### src/design/edf_pkg.sv
// ----------------------------------------------------------------------------
// edf_pkg: shared types and constants for the EDF scheduler
// Task table entry layout, completion record formats and field widths.
// ----------------------------------------------------------------------------
package edf_pkg;

    localparam int MAX_TASKS = 32;
    localparam int IDX_W     = ($clog2(MAX_TASKS) > 0) ? $clog2(MAX_TASKS) : 1;
    localparam int CNT_W     = $clog2(MAX_TASKS + 1);
    localparam int NAME_W    = 8;
    localparam int FLD_W     = 15;
    localparam int TIME_W    = 21;

    // one row of the task table
    typedef struct packed {
        logic [NAME_W-1:0] name;
        logic [FLD_W-1:0]  arrival;
        logic [FLD_W-1:0]  burst;
        logic [FLD_W-1:0]  remaining;
        logic [FLD_W-1:0]  deadline;
        logic              started;
        logic [TIME_W-1:0] first_run;
    } t_entry;

    // raw completion, before the derived times are worked out
    typedef struct packed {
        logic [NAME_W-1:0] name;
        logic [FLD_W-1:0]  arrival;
        logic [FLD_W-1:0]  burst;
        logic [TIME_W-1:0] start_t;
        logic [TIME_W-1:0] fin_t;
        logic              dropped;
    } t_emit;

    // finished completion record
    typedef struct packed {
        logic [NAME_W-1:0] name;
        logic [TIME_W-1:0] start_t;
        logic [TIME_W-1:0] fin_t;
        logic [TIME_W-1:0] resp_t;
        logic [TIME_W-1:0] tat_t;
        logic [TIME_W-1:0] wait_t;
        logic              dropped;
    } t_result;

endpackage

### src/design/edf_metrics.sv
// ----------------------------------------------------------------------------
// edf_metrics: completion record formatter
// Derives response, turnaround and waiting time from start and finish.
// ----------------------------------------------------------------------------
module edf_metrics (
    input  edf_pkg::t_emit   i_emit,
    output edf_pkg::t_result o_result
);

    logic [edf_pkg::TIME_W-1:0] arr_ext;
    logic [edf_pkg::TIME_W-1:0] burst_ext;
    logic [edf_pkg::TIME_W-1:0] tat;

    assign arr_ext   = edf_pkg::TIME_W'(i_emit.arrival);
    assign burst_ext = edf_pkg::TIME_W'(i_emit.burst);
    assign tat       = i_emit.fin_t - arr_ext;

    always_comb begin
        o_result.name    = i_emit.name;
        o_result.start_t = i_emit.start_t;
        o_result.fin_t   = i_emit.fin_t;
        o_result.resp_t  = i_emit.start_t - arr_ext;
        o_result.tat_t   = tat;
        o_result.wait_t  = tat - burst_ext;
        o_result.dropped = i_emit.dropped;
    end

endmodule

### src/design/edf_preemptive_scheduler.sv
// ----------------------------------------------------------------------------
// edf_preemptive_scheduler: preemptive earliest-deadline-first scheduler
// Loads a task set, then simulates it in whole time units and reports each
// task as it completes.
// ----------------------------------------------------------------------------
// Usage:
//   Input channel: an item (task) is accepted on a rising edge with start high
//   and busy low, so tasks can be loaded back to back. Up to MAX_TASKS tasks
//   are stored; later ones are dropped and flagged on every result of the set.
//   An item with i_last_task set starts the simulation; busy stays high until
//   the whole set is reported.
//   Output channel: each completion is on the o_ result ports for one cycle,
//   marked by o_result_valid. The receiver cannot stall; results just go.
//   Sequence: a sweep of the task table for zero-burst tasks, then per
//   schedule decision one sweep of the task table, then a step to pick the
//   run length and a step to write back; an idle gap costs one sweep plus
//   a jump of time. The single task table read port reads one entry a cycle.
//   The last result is on the ports after the final write-back and the flush
//   state, in the same cycle busy falls; the set is cleared by then.
//   Reset: synchronous, active low; empties the set and stops any simulation.
// ----------------------------------------------------------------------------
module edf_preemptive_scheduler (
    input  logic                          i_clk,
    input  logic                          i_rst_n,
    input  logic                          start,
    output logic                          busy,
    input  logic [edf_pkg::NAME_W-1:0]    i_task_name,
    input  logic [edf_pkg::FLD_W-1:0]     i_arrival_time,
    input  logic [edf_pkg::FLD_W-1:0]     i_burst_time,
    input  logic [edf_pkg::FLD_W-1:0]     i_deadline,
    input  logic                          i_last_task,
    output logic                          o_result_valid,
    output logic [edf_pkg::NAME_W-1:0]    o_done_name,
    output logic [edf_pkg::TIME_W-1:0]    o_start_time,
    output logic [edf_pkg::TIME_W-1:0]    o_end_time,
    output logic [edf_pkg::TIME_W-1:0]    o_response_time,
    output logic [edf_pkg::TIME_W-1:0]    o_turnaround_time,
    output logic [edf_pkg::TIME_W-1:0]    o_waiting_time,
    output logic                          o_last_result,
    output logic                          o_tasks_dropped
);

    localparam logic [2:0] S_IDLE   = 3'd0;
    localparam logic [2:0] S_ZERO   = 3'd1;  // report zero-burst tasks, count the rest
    localparam logic [2:0] S_SCAN   = 3'd2;  // sweep table: best ready task, next arrival
    localparam logic [2:0] S_DECIDE = 3'd3;  // pick run length or jump time
    localparam logic [2:0] S_UPDATE = 3'd4;  // advance time, write back, maybe complete
    localparam logic [2:0] S_FLUSH  = 3'd5;  // send held result as last, clear set

    localparam int CNT_W  = edf_pkg::CNT_W;
    localparam int IDX_W  = edf_pkg::IDX_W;
    localparam int FLD_W  = edf_pkg::FLD_W;
    localparam int TIME_W = edf_pkg::TIME_W;

    // task table
    edf_pkg::t_entry mem [edf_pkg::MAX_TASKS];
    edf_pkg::t_entry r_rd_data;
    edf_pkg::t_entry wr_data;
    logic            wr_en;
    logic [IDX_W-1:0] wr_addr;
    logic [IDX_W-1:0] rd_addr;

    logic [2:0]        r_state;
    logic [CNT_W-1:0]  r_count;
    logic              r_overflow;
    logic [TIME_W-1:0] r_time;
    logic [CNT_W-1:0]  r_idx;
    logic              r_rv;
    logic [IDX_W-1:0]  r_rv_idx;
    logic [CNT_W-1:0]  r_left;

    logic              r_have_best;
    edf_pkg::t_entry   r_best;
    logic [IDX_W-1:0]  r_best_idx;
    logic              r_have_next;
    logic [FLD_W-1:0]  r_next;
    logic [FLD_W-1:0]  r_run;

    // one result is held back so the final one can be flagged
    logic              r_pend_v;
    edf_pkg::t_result  r_pend;

    logic              accept;
    logic              sweep_done;
    logic              emit_v;
    edf_pkg::t_emit    emit;
    edf_pkg::t_result  emit_res;

    logic [TIME_W-1:0] gap;
    logic [FLD_W-1:0]  n_run;
    logic [TIME_W-1:0] n_time;
    logic [FLD_W-1:0]  n_rem;
    logic [TIME_W-1:0] start_sel;

    assign busy       = (r_state != S_IDLE);
    assign accept     = start && !busy;
    assign sweep_done = (r_idx >= r_count) && !r_rv;
    assign rd_addr    = r_idx[IDX_W-1:0];

    // run length: up to the next arrival, which may preempt
    assign gap   = TIME_W'(r_next) - r_time;
    assign n_run = (r_have_next && (gap < TIME_W'(r_best.remaining)))
                   ? gap[FLD_W-1:0] : r_best.remaining;

    assign n_time    = r_time + TIME_W'(r_run);
    assign n_rem     = r_best.remaining - r_run;
    assign start_sel = r_best.started ? r_best.first_run : r_time;

    // table write port: loads in idle, write-back after a run
    always_comb begin
        wr_en   = 1'b0;
        wr_addr = r_count[IDX_W-1:0];
        wr_data = r_best;
        if (r_state == S_IDLE) begin
            wr_en             = accept && (r_count < CNT_W'(edf_pkg::MAX_TASKS));
            wr_data.name      = i_task_name;
            wr_data.arrival   = i_arrival_time;
            wr_data.burst     = i_burst_time;
            wr_data.remaining = i_burst_time;
            wr_data.deadline  = i_deadline;
            wr_data.started   = 1'b0;
            wr_data.first_run = '0;
        end else if (r_state == S_UPDATE) begin
            wr_en             = 1'b1;
            wr_addr           = r_best_idx;
            wr_data.remaining = n_rem;
            wr_data.started   = 1'b1;
            wr_data.first_run = start_sel;
        end
    end

    always_ff @(posedge i_clk) begin
        if (wr_en) begin
            mem[wr_addr] <= wr_data;
        end
        r_rd_data <= mem[rd_addr];
    end

    // completion source: zero-burst sweep or a finished run
    always_comb begin
        emit_v        = 1'b0;
        emit.name     = r_rd_data.name;
        emit.arrival  = r_rd_data.arrival;
        emit.burst    = r_rd_data.burst;
        emit.start_t  = TIME_W'(r_rd_data.arrival);
        emit.fin_t    = TIME_W'(r_rd_data.arrival);
        emit.dropped  = r_overflow;
        case (r_state)
            S_ZERO: begin
                emit_v = r_rv && (r_rd_data.remaining == '0);
            end
            S_UPDATE: begin
                emit_v       = (n_rem == '0);
                emit.name    = r_best.name;
                emit.arrival = r_best.arrival;
                emit.burst   = r_best.burst;
                emit.start_t = start_sel;
                emit.fin_t   = n_time;
            end
            default: begin
                emit_v = 1'b0;
            end
        endcase
    end

    edf_metrics u_metrics (
        .i_emit   (emit),
        .o_result (emit_res)
    );

    // result holding register and output strobe
    always_ff @(posedge i_clk) begin
        if (!i_rst_n) begin
            r_pend_v       <= 1'b0;
            o_result_valid <= 1'b0;
        end else begin
            if (r_state == S_FLUSH) begin
                o_result_valid    <= r_pend_v;
                o_done_name       <= r_pend.name;
                o_start_time      <= r_pend.start_t;
                o_end_time        <= r_pend.fin_t;
                o_response_time   <= r_pend.resp_t;
                o_turnaround_time <= r_pend.tat_t;
                o_waiting_time    <= r_pend.wait_t;
                o_tasks_dropped   <= r_pend.dropped;
                o_last_result     <= 1'b1;
                r_pend_v          <= 1'b0;
            end else if (emit_v) begin
                o_result_valid    <= r_pend_v;
                o_done_name       <= r_pend.name;
                o_start_time      <= r_pend.start_t;
                o_end_time        <= r_pend.fin_t;
                o_response_time   <= r_pend.resp_t;
                o_turnaround_time <= r_pend.tat_t;
                o_waiting_time    <= r_pend.wait_t;
                o_tasks_dropped   <= r_pend.dropped;
                o_last_result     <= 1'b0;
                r_pend            <= emit_res;
                r_pend_v          <= 1'b1;
            end else begin
                o_result_valid    <= 1'b0;
            end
        end
    end

    // sequencer
    always_ff @(posedge i_clk) begin
        if (!i_rst_n) begin
            r_state    <= S_IDLE;
            r_count    <= '0;
            r_overflow <= 1'b0;
            r_time     <= '0;
            r_idx      <= '0;
            r_rv       <= 1'b0;
            r_left     <= '0;
        end else begin
            // table sweep: issue one read a cycle, data registered and ready in the next cycle
            if (r_state == S_ZERO || r_state == S_SCAN) begin
                r_rv     <= (r_idx < r_count);
                r_rv_idx <= r_idx[IDX_W-1:0];
                if (r_idx < r_count) begin
                    r_idx <= r_idx + CNT_W'(1);
                end
            end

            case (r_state)
                S_IDLE: begin
                    if (accept) begin
                        if (r_count < CNT_W'(edf_pkg::MAX_TASKS)) begin
                            r_count <= r_count + CNT_W'(1);
                        end else begin
                            r_overflow <= 1'b1;
                        end
                        if (i_last_task) begin
                            r_state <= S_ZERO;
                            r_idx   <= '0;
                            r_rv    <= 1'b0;
                            r_left  <= '0;
                            r_time  <= '0;
                        end
                    end
                end
                S_ZERO: begin
                    if (r_rv && (r_rd_data.remaining != '0)) begin
                        r_left <= r_left + CNT_W'(1);
                    end
                    // read-valid already drops to zero at the end of a sweep
                    if (sweep_done) begin
                        r_idx       <= '0;
                        r_have_best <= 1'b0;
                        r_have_next <= 1'b0;
                        r_state     <= (r_left == '0) ? S_FLUSH : S_SCAN;
                    end
                end
                S_SCAN: begin
                    if (r_rv && (r_rd_data.remaining != '0)) begin
                        if (TIME_W'(r_rd_data.arrival) <= r_time) begin
                            // strict compare keeps the earlier-loaded task on ties
                            if (!r_have_best || (r_rd_data.deadline < r_best.deadline)) begin
                                r_have_best <= 1'b1;
                                r_best      <= r_rd_data;
                                r_best_idx  <= r_rv_idx;
                            end
                        end else if (!r_have_next || (r_rd_data.arrival < r_next)) begin
                            r_have_next <= 1'b1;
                            r_next      <= r_rd_data.arrival;
                        end
                    end
                    if (sweep_done) begin
                        r_state <= S_DECIDE;
                    end
                end
                S_DECIDE: begin
                    if (r_have_best) begin
                        r_run   <= n_run;
                        r_state <= S_UPDATE;
                    end else begin
                        // nothing ready: jump to the next arrival and rescan
                        r_time      <= TIME_W'(r_next);
                        r_idx       <= '0;
                        r_rv        <= 1'b0;
                        r_have_best <= 1'b0;
                        r_have_next <= 1'b0;
                        r_state     <= S_SCAN;
                    end
                end
                S_UPDATE: begin
                    r_time      <= n_time;
                    r_idx       <= '0;
                    r_rv        <= 1'b0;
                    r_have_best <= 1'b0;
                    r_have_next <= 1'b0;
                    if (n_rem == '0) begin
                        r_left  <= r_left - CNT_W'(1);
                        r_state <= (r_left == CNT_W'(1)) ? S_FLUSH : S_SCAN;
                    end else begin
                        r_state <= S_SCAN;
                    end
                end
                S_FLUSH: begin
                    r_count    <= '0;
                    r_overflow <= 1'b0;
                    r_time     <= '0;
                    r_state    <= S_IDLE;
                end
                default: begin
                    r_state <= S_IDLE;
                end
            endcase
        end
    end

endmodule
### config.mk
export PLATFORM = sky130hd
export DESIGN_NAME = edf_preemptive_scheduler
export DESIGN_NICKNAME = d
export VERILOG_FILES = /design/src/design/edf_pkg.sv /design/src/design/edf_metrics.sv /design/src/design/edf_preemptive_scheduler.sv
export SDC_FILE = /design/constraint.sdc
export NUM_CORES = 2
export LEC_CHECK = 0
export BUFFER_PORTS_ARGS = -buffer_cell sky130_fd_sc_hd__buf_2
export CORE_MARGIN = 2
export CORE_UTILIZATION = 40
export CTS_BUF_LIST = sky130_fd_sc_hd__clkbuf_4
export CTS_CLUSTER_DIAMETER = 200
export DETAILED_ROUTE_END_ITERATION = 10
export PLACE_DENSITY = 0.53
export SLEW_MARGIN = 10
export SYNTH_ARGS = -nofsm -noshare
export SYNTH_HDL_FRONTEND = slang
export SYNTH_HIERARCHICAL = 1
export SYNTH_SLANG_ARGS = --single-unit
export TNS_END_PERCENT = 10
### constraint.sdc
create_clock -name i_clk -period 12.75 [get_ports i_clk]
set_input_delay 2.55 -clock i_clk [delete_from_list [all_inputs] [get_ports i_clk]]
set_output_delay 2.55 -clock i_clk [all_outputs]
set_load 0.02 [all_outputs]
# Word-level counts from Yosys, hierarchy flattened
# Memories as Yosys holds them, arrays and structs flattened. A register that Yosys moved wholly into a read port is not among the register bits.
# Index checks and enable logic that the tools add are counted.
op_classes:
  n_addsub: 10
  magnitude_cmp: 7
  n_eq_ne: 20
  muxes: 80
  bitwise: 3
  n_reduce_logical: 38
ops:
  columns: ["operator", "n"]
  rows:
  - ["$mux W21", 14]
  - ["$pmux W21 S4", 1]
  - ["$mux W80", 1]
  - ["$mux W6", 12]
  - ["$sub A21 B15 Y21", 3]
  - ["$mux W15", 4]
  - ["$mux W22", 2]
  - ["$mux W38", 1]
  - ["$logic_not A15 Y1", 2]
  - ["$lt A15 B15 Y1", 2]
  - ["$mux W1", 24]
  - ["$mux W3", 8]
  - ["$pmux W6 S4", 1]
  - ["$add A21 B15 Y21", 1]
  - ["$le A15 B21 Y1", 1]
  - ["$lt A21 B15 Y1", 1]
  - ["$sub A15 B21 Y21", 1]
  - ["$add A6 B1 Y6 const B", 3]
  - ["$pmux W6 S3", 1]
  - ["$mux W8", 2]
  - ["$pmux W3 S5", 1]
  - ["$reduce_and A5 Y1", 3]
  - ["$reduce_bool A15 Y1", 1]
  - ["$sub A15 B15 Y15", 1]
  - ["30 further kinds", 67]
word_totals:
  reg_bits: 407
  mem_bits_rw: 2880
  input_bits: 57
  output_inout_bits: 117
  elab_cells: 196
  mem_count: 1
mem_list:
  columns: ["memory", "depth", "word_bits", "rd", "rd_ports_with_merged_regs", "write_ports", "line", "text"]
  rows:
  - ["mem", 32, 90, 1, 1, 1, "edf_preemptive_scheduler.sv:56", "edf_pkg::t_entry mem [edf_pkg::MAX_TASKS];"]

# Longest topological paths before layout
logic_depth:
  word_depth: 7
  ltp_mapped: 25
  mapped_depth_nobuf: 25

# By module
# Netlist, hierarchy kept.
modules_own_cells:
  columns: ["module", "n_inst", "cells_each", "area_per_inst_um2", "seq_area_each_um2"]
  rows:
  - ["edf_preemptive_scheduler", 1, 5886, 130263.7, 100046.0]
  - ["edf_metrics", 1, 394, 2840.2, 0.0]

# Worst setup path after synthesis
# No wires, ideal clock.
synth_timing:
  kind: "input port to flip-flop"
  start: "input port i_rst_n"
  end: "register o_done_name[0] (netlist bit) (enable)"
  setup_time_ns: 0.627
  arrival_time_ns: 8.371
  t_required_ns: 12.123
  path_slack_ns: 3.752
  cell_stages: 3
  cell_sequence: "inv_1 clkbuf_1 a21oi_1"
synth_via:
  elab_chain_len: 1
synth_lines:
  columns: ["item", "line", "text"]
  rows:
  - ["start: declaration", "edf_preemptive_scheduler.sv:24", "input logic i_rst_n,"]
  - ["$reduce_and A2 Y1 (no source line)", null, null]
  - ["end signal: assignment", "edf_preemptive_scheduler.sv:179", "o_done_name <= r_pend.name;"]
  - ["end signal: assignment", "edf_preemptive_scheduler.sv:190", "o_done_name <= r_pend.name;"]
  - ["end: declaration", "edf_preemptive_scheduler.sv:33", "output logic [edf_pkg::NAME_W-1:0] o_done_name,"]
# Every way passes these cells.
# A chain may end at the register's enable or synchronous reset.

==> key figures <==
CTS
  • H-tree depth: 6
  • CTS buffer count: ~860
  • Post-CTS Setup Inserts: 0
  • CTS Sinks: approximately 3400
  • Longest Clk Path Bufs: 4
  • Clk_lat worst skew: around 1.6 ns
  • # hold bufs at CTS: 0
  • Root buf cell: clkbuf_4
  • Clk slew on worst S/H paths: around 0.070 ns
  • Cts repair resizes: 0
  • CTS tree: yes

Outcome
  • Status: finished, final reports clean

Worst setup path
  • Critical Path Sink Type: register
  • CP Class: reg -> reg
  • R2R Path Start: r_state[0]
  • CP arrival: between 7 and 8 ns
  • Maximum fanout along the worst path: 57
  • Worst setup startpoint: r_state[0]
  • CP required: ~14 ns
  • Critical Path Start Type: register

Pwr
  • Power Dens Cells: approximately 180 nW/um^2
  • Reg power frac: 0.497
  • Switching Share: 0.279
  • Leakage: around 49 nW
  • Gate power share: 0.170
  • Worst IR Drop VDD: approximately 0.00015 V
  • Psw: about 0.0077 W
  • Clock power share: 0.333
  • Cell-internal power: 0.0199 W

Synthesis
  • Syn_area_per_cell: ~21 sq um
  • Ys flop type: edfxtp_1
  • Mapped Area: roughly 130000 sq um
  • Post-synth EDFFs: about 3200
  • Register bit total from synthesis: ~3400
  • Syn_nets: 6500
  • Post-Synthesis Cells: roughly 6300
  • Synth cell types: 86
  • Post-synth ARST share: 0
  • Synth warn: 6
  • Post-synthesis sequential area ratio: 0.752

Route
  • DRC: 0
  • DR WL/cell: ~30 um
  • Via count: ~68000
  • Pre-Repair DR Iteration Count: 6
  • Post-route antenna net violation count: 0
  • 1st-iter DRT viols: between 7000 and 8000
  • Final WL: approximately 370000 um
  • Vias per cell: ~5.6

Floorplan
  • Die height: approximately 580 um
  • Ports: 174
  • Cell row count: about 210
  • Die area: 337000 sq um
  • Initial Util: 0.402
  • Die width: 581 um
  • Core Area: 331000 sq um

Finish
  • Synth-to-Final Area Change: 13.6%
  • Layout Utilization: 0.457
  • Total Nets Final: around 7400
  • Area used by multi-input combinational logic: between 30000 and 40000 sq um
  • Storage element area: 100000 sq um
  • Share of cells above drive strength 1: 0.368
  • Fillers: between 20000 and 30000

Placement
  • Dpl ws: 6.46 ns
  • DP HPWL: 207000 um
  • PortBufs: approximately 170
  • Gpl congestion: between 0.8 and 0.9

STA
  • Worst Skew: 0.174 ns
  • Peak Freq: approximately 160 MHz
  • Min Tclk post-route: roughly 6.2 ns
  • Final Cycle Share: 0.488
  • Final Setup Violations: 0
  • Setup_tns: 0 ns
  • Slew headroom: 0.128
  • Final Max Slew Viols: 0
  • Final Hold Vio Count: 0
  • RSZ-0062 raised after global routing: no
  • Worst-margin pin slew: roughly 1.3 ns
  • Final worst slack: 6.53 ns

Global route
  • Antenna violations before repair: 24
  • First-pass GRT wire length: 522000 um
  • Number of global-route vias before repair: ~70000
  • GR Overflow Total: 0
  • All-Layer GR Usage: 0.217
  • Largest net degree at the start of global routing: 148

Flow run
  • Max Cap Viol: 0

Hold path
  • Worst Hold Class: reg -> reg
  • Hold path startpoint: r_pend[108]
power by group through the flow:
| stage | Combinational (W) | Sequential, W | Clock (W) |
|---|---|---|---|
| floorplan | 0.00309 | 0.0139 | 0 |
| global placement | 0.00460 | 0.0140 | 0 |
| detailed placement | 0.00469 | 0.0140 | 0 |
| CTS | 0.00470 | 0.0137 | 0.00949 |
| global route | 0.00511 | 0.0137 | 0.0100 |
| finish | 0.00470 | 0.0137 | 0.00921 |
per-layer routing:
layer  part of all wire  vias up  GRT usage
met2               0.47     2687      0.343
li1                   -    28400          -
met4              0.026        8     0.0662
met5            0.00016        -          0
met1               0.43    36500      0.307
met3              0.067      500     0.0403
stage by stage:
step | cell area, sq um | instances | hold slack (ns) | power (W)
6_report | 151000 | 12200 | 0.346 | 0.0276
5_1_grt | 151000 | 12200 | 0.338 | 0.0289
3_3_place_gp | 140000 | 10700 | 0.390 | 0.0186
4_1_cts | 151000 | 12200 | 0.327 | 0.0279
3_5_place_dp | 140000 | 10700 | 0.395 | 0.0187
2_1_floorplan | 133000 | 6280 | 0.386 | 0.0170
worst max-delay path, stage by stage (launching register included):
cell      delay, ns
dfxtp_1        0.45
nor2_2         0.74
nand2_4        0.53
buf_4          0.47
nand2_1        0.19
nand2_1        0.10
ha_1           0.36
a21o_1         0.21
or3_1          0.34
o21ai_0        0.35
o21bai_1       0.10
a21oi_1        0.19
xnor2_1        0.19
ha_1           0.31
a21oi_1        0.28
nand2_1        0.11
o221a_2        0.27
a41o_1         0.30
nor2_1         0.10
nor4b_4        0.21
xor2_1         0.10
path summary, 6_finish.rpt:
kind                                       end  slack [ns]  cells after the start
worst max-delay path                r_pend[21]        6.53                     20
worst min-delay path            o_done_name[2]        0.35                      0
worst max register to register      r_pend[21]        6.53                     20
worst min register to register  o_done_name[2]        0.35                      0
flip-flops by register name, summed over array words and instances, names as in the netlist, 3 cells and up:
signal	count
mem	2880
o_done_name	8
o_end_time	21
o_response_time	21
o_start_time	21
o_turnaround_time	21
o_waiting_time	21
r_best	90
r_best_idx	5
r_count	6
r_idx	6
r_left	6
r_next	15
r_pend	114
r_rd_data	90
r_run	15
r_rv_idx	5
r_state	3
r_time	21
cells by family after synthesis:
family          after synthesis  synth area share
flops                      3377             0.752
simple gates                609            0.0210
fa+ha+maj                   163            0.0157
compound gates              471            0.0228
xor+xnor                    104           0.00701
buf+inv                     482            0.0152
mux                        1074             0.167
layout make-up:
class | count | area share
Timing Repair Buffer | 362 | 0.0164
Clock buffer | 1311 | 0.0651
Antenna cell | 10 | 0.000165
Multi-Input combinational cell | 2421 | 0.209
Sequential cell | 3377 | 0.662
Clock inverter | 217 | 0.00818
Inverter | 152 | 0.00377
Tap cell | 4366 | 0.0361
layout by cell type, fill, tap and decap left out, drive strengths merged, types with 6 or more instances in the layout:
cell    synthesis  layout
a211oi         18      18
a21o           45      45
a21oi         112     112
a22oi          25      25
a31o            8       8
a31oi          26      26
and2            8       8
and3           17      17
buf           112     362
clkbuf        218    1311
clkinv          2     182
dfxtp         136     136
diode           0      10
edfxtp       3241    3241
fa              6       6
ha            157     157
inv           150     179
mux2          143     143
mux2i          31      31
mux4          900     900
nand2         273     273
nand2b         11      11
nand3          26      26
nand4          14      14
nor2          151     151
nor2b          20      20
nor3           33      33
nor4           13      13
o211ai         13      13
o21a           21      21
o21ai         127     127
o21bai          9       9
o31ai          11      11
or2             8       8
or3            11      11
xnor2          69      69
xor2           35      35
cell usage after synthesis, types with 9 or more instances:
| cell | number | share of area |
|---|---|---|
| a211oi_1 | 18 | 0.0010 |
| a21o_1 | 45 | 0.0025 |
| a21oi_1 | 111 | 0.0042 |
| a22oi_1 | 25 | 0.0014 |
| a31oi_1 | 25 | 0.0012 |
| and3_1 | 17 | 0.00080 |
| buf_1 | 57 | 0.0016 |
| buf_4 | 51 | 0.0029 |
| clkbuf_1 | 218 | 0.0061 |
| dfxtp_1 | 136 | 0.020 |
| edfxtp_1 | 3241 | 0.73 |
| ha_1 | 157 | 0.015 |
| inv_1 | 150 | 0.0042 |
| mux2_1 | 13 | 0.0011 |
| mux2_2 | 130 | 0.011 |
| mux2i_1 | 31 | 0.0023 |
| mux4_2 | 900 | 0.15 |
| nand2_1 | 272 | 0.0077 |
| nand2b_1 | 11 | 0.00052 |
| nand3_1 | 26 | 0.00098 |
| nand4_1 | 14 | 0.00066 |
| nor2_1 | 151 | 0.0043 |
| nor2b_1 | 19 | 0.00089 |
| nor3_1 | 33 | 0.0012 |
| nor4_1 | 9 | 0.00042 |
| o211ai_1 | 12 | 0.00068 |
| o21a_1 | 21 | 0.0012 |
| o21ai_0 | 121 | 0.0045 |
| o21bai_1 | 9 | 0.00051 |
| o31ai_1 | 10 | 0.00056 |
| or3_1 | 11 | 0.00052 |
| xnor2_1 | 67 | 0.0044 |
| xor2_1 | 34 | 0.0022 |
(Power assumes the default switching activity.)
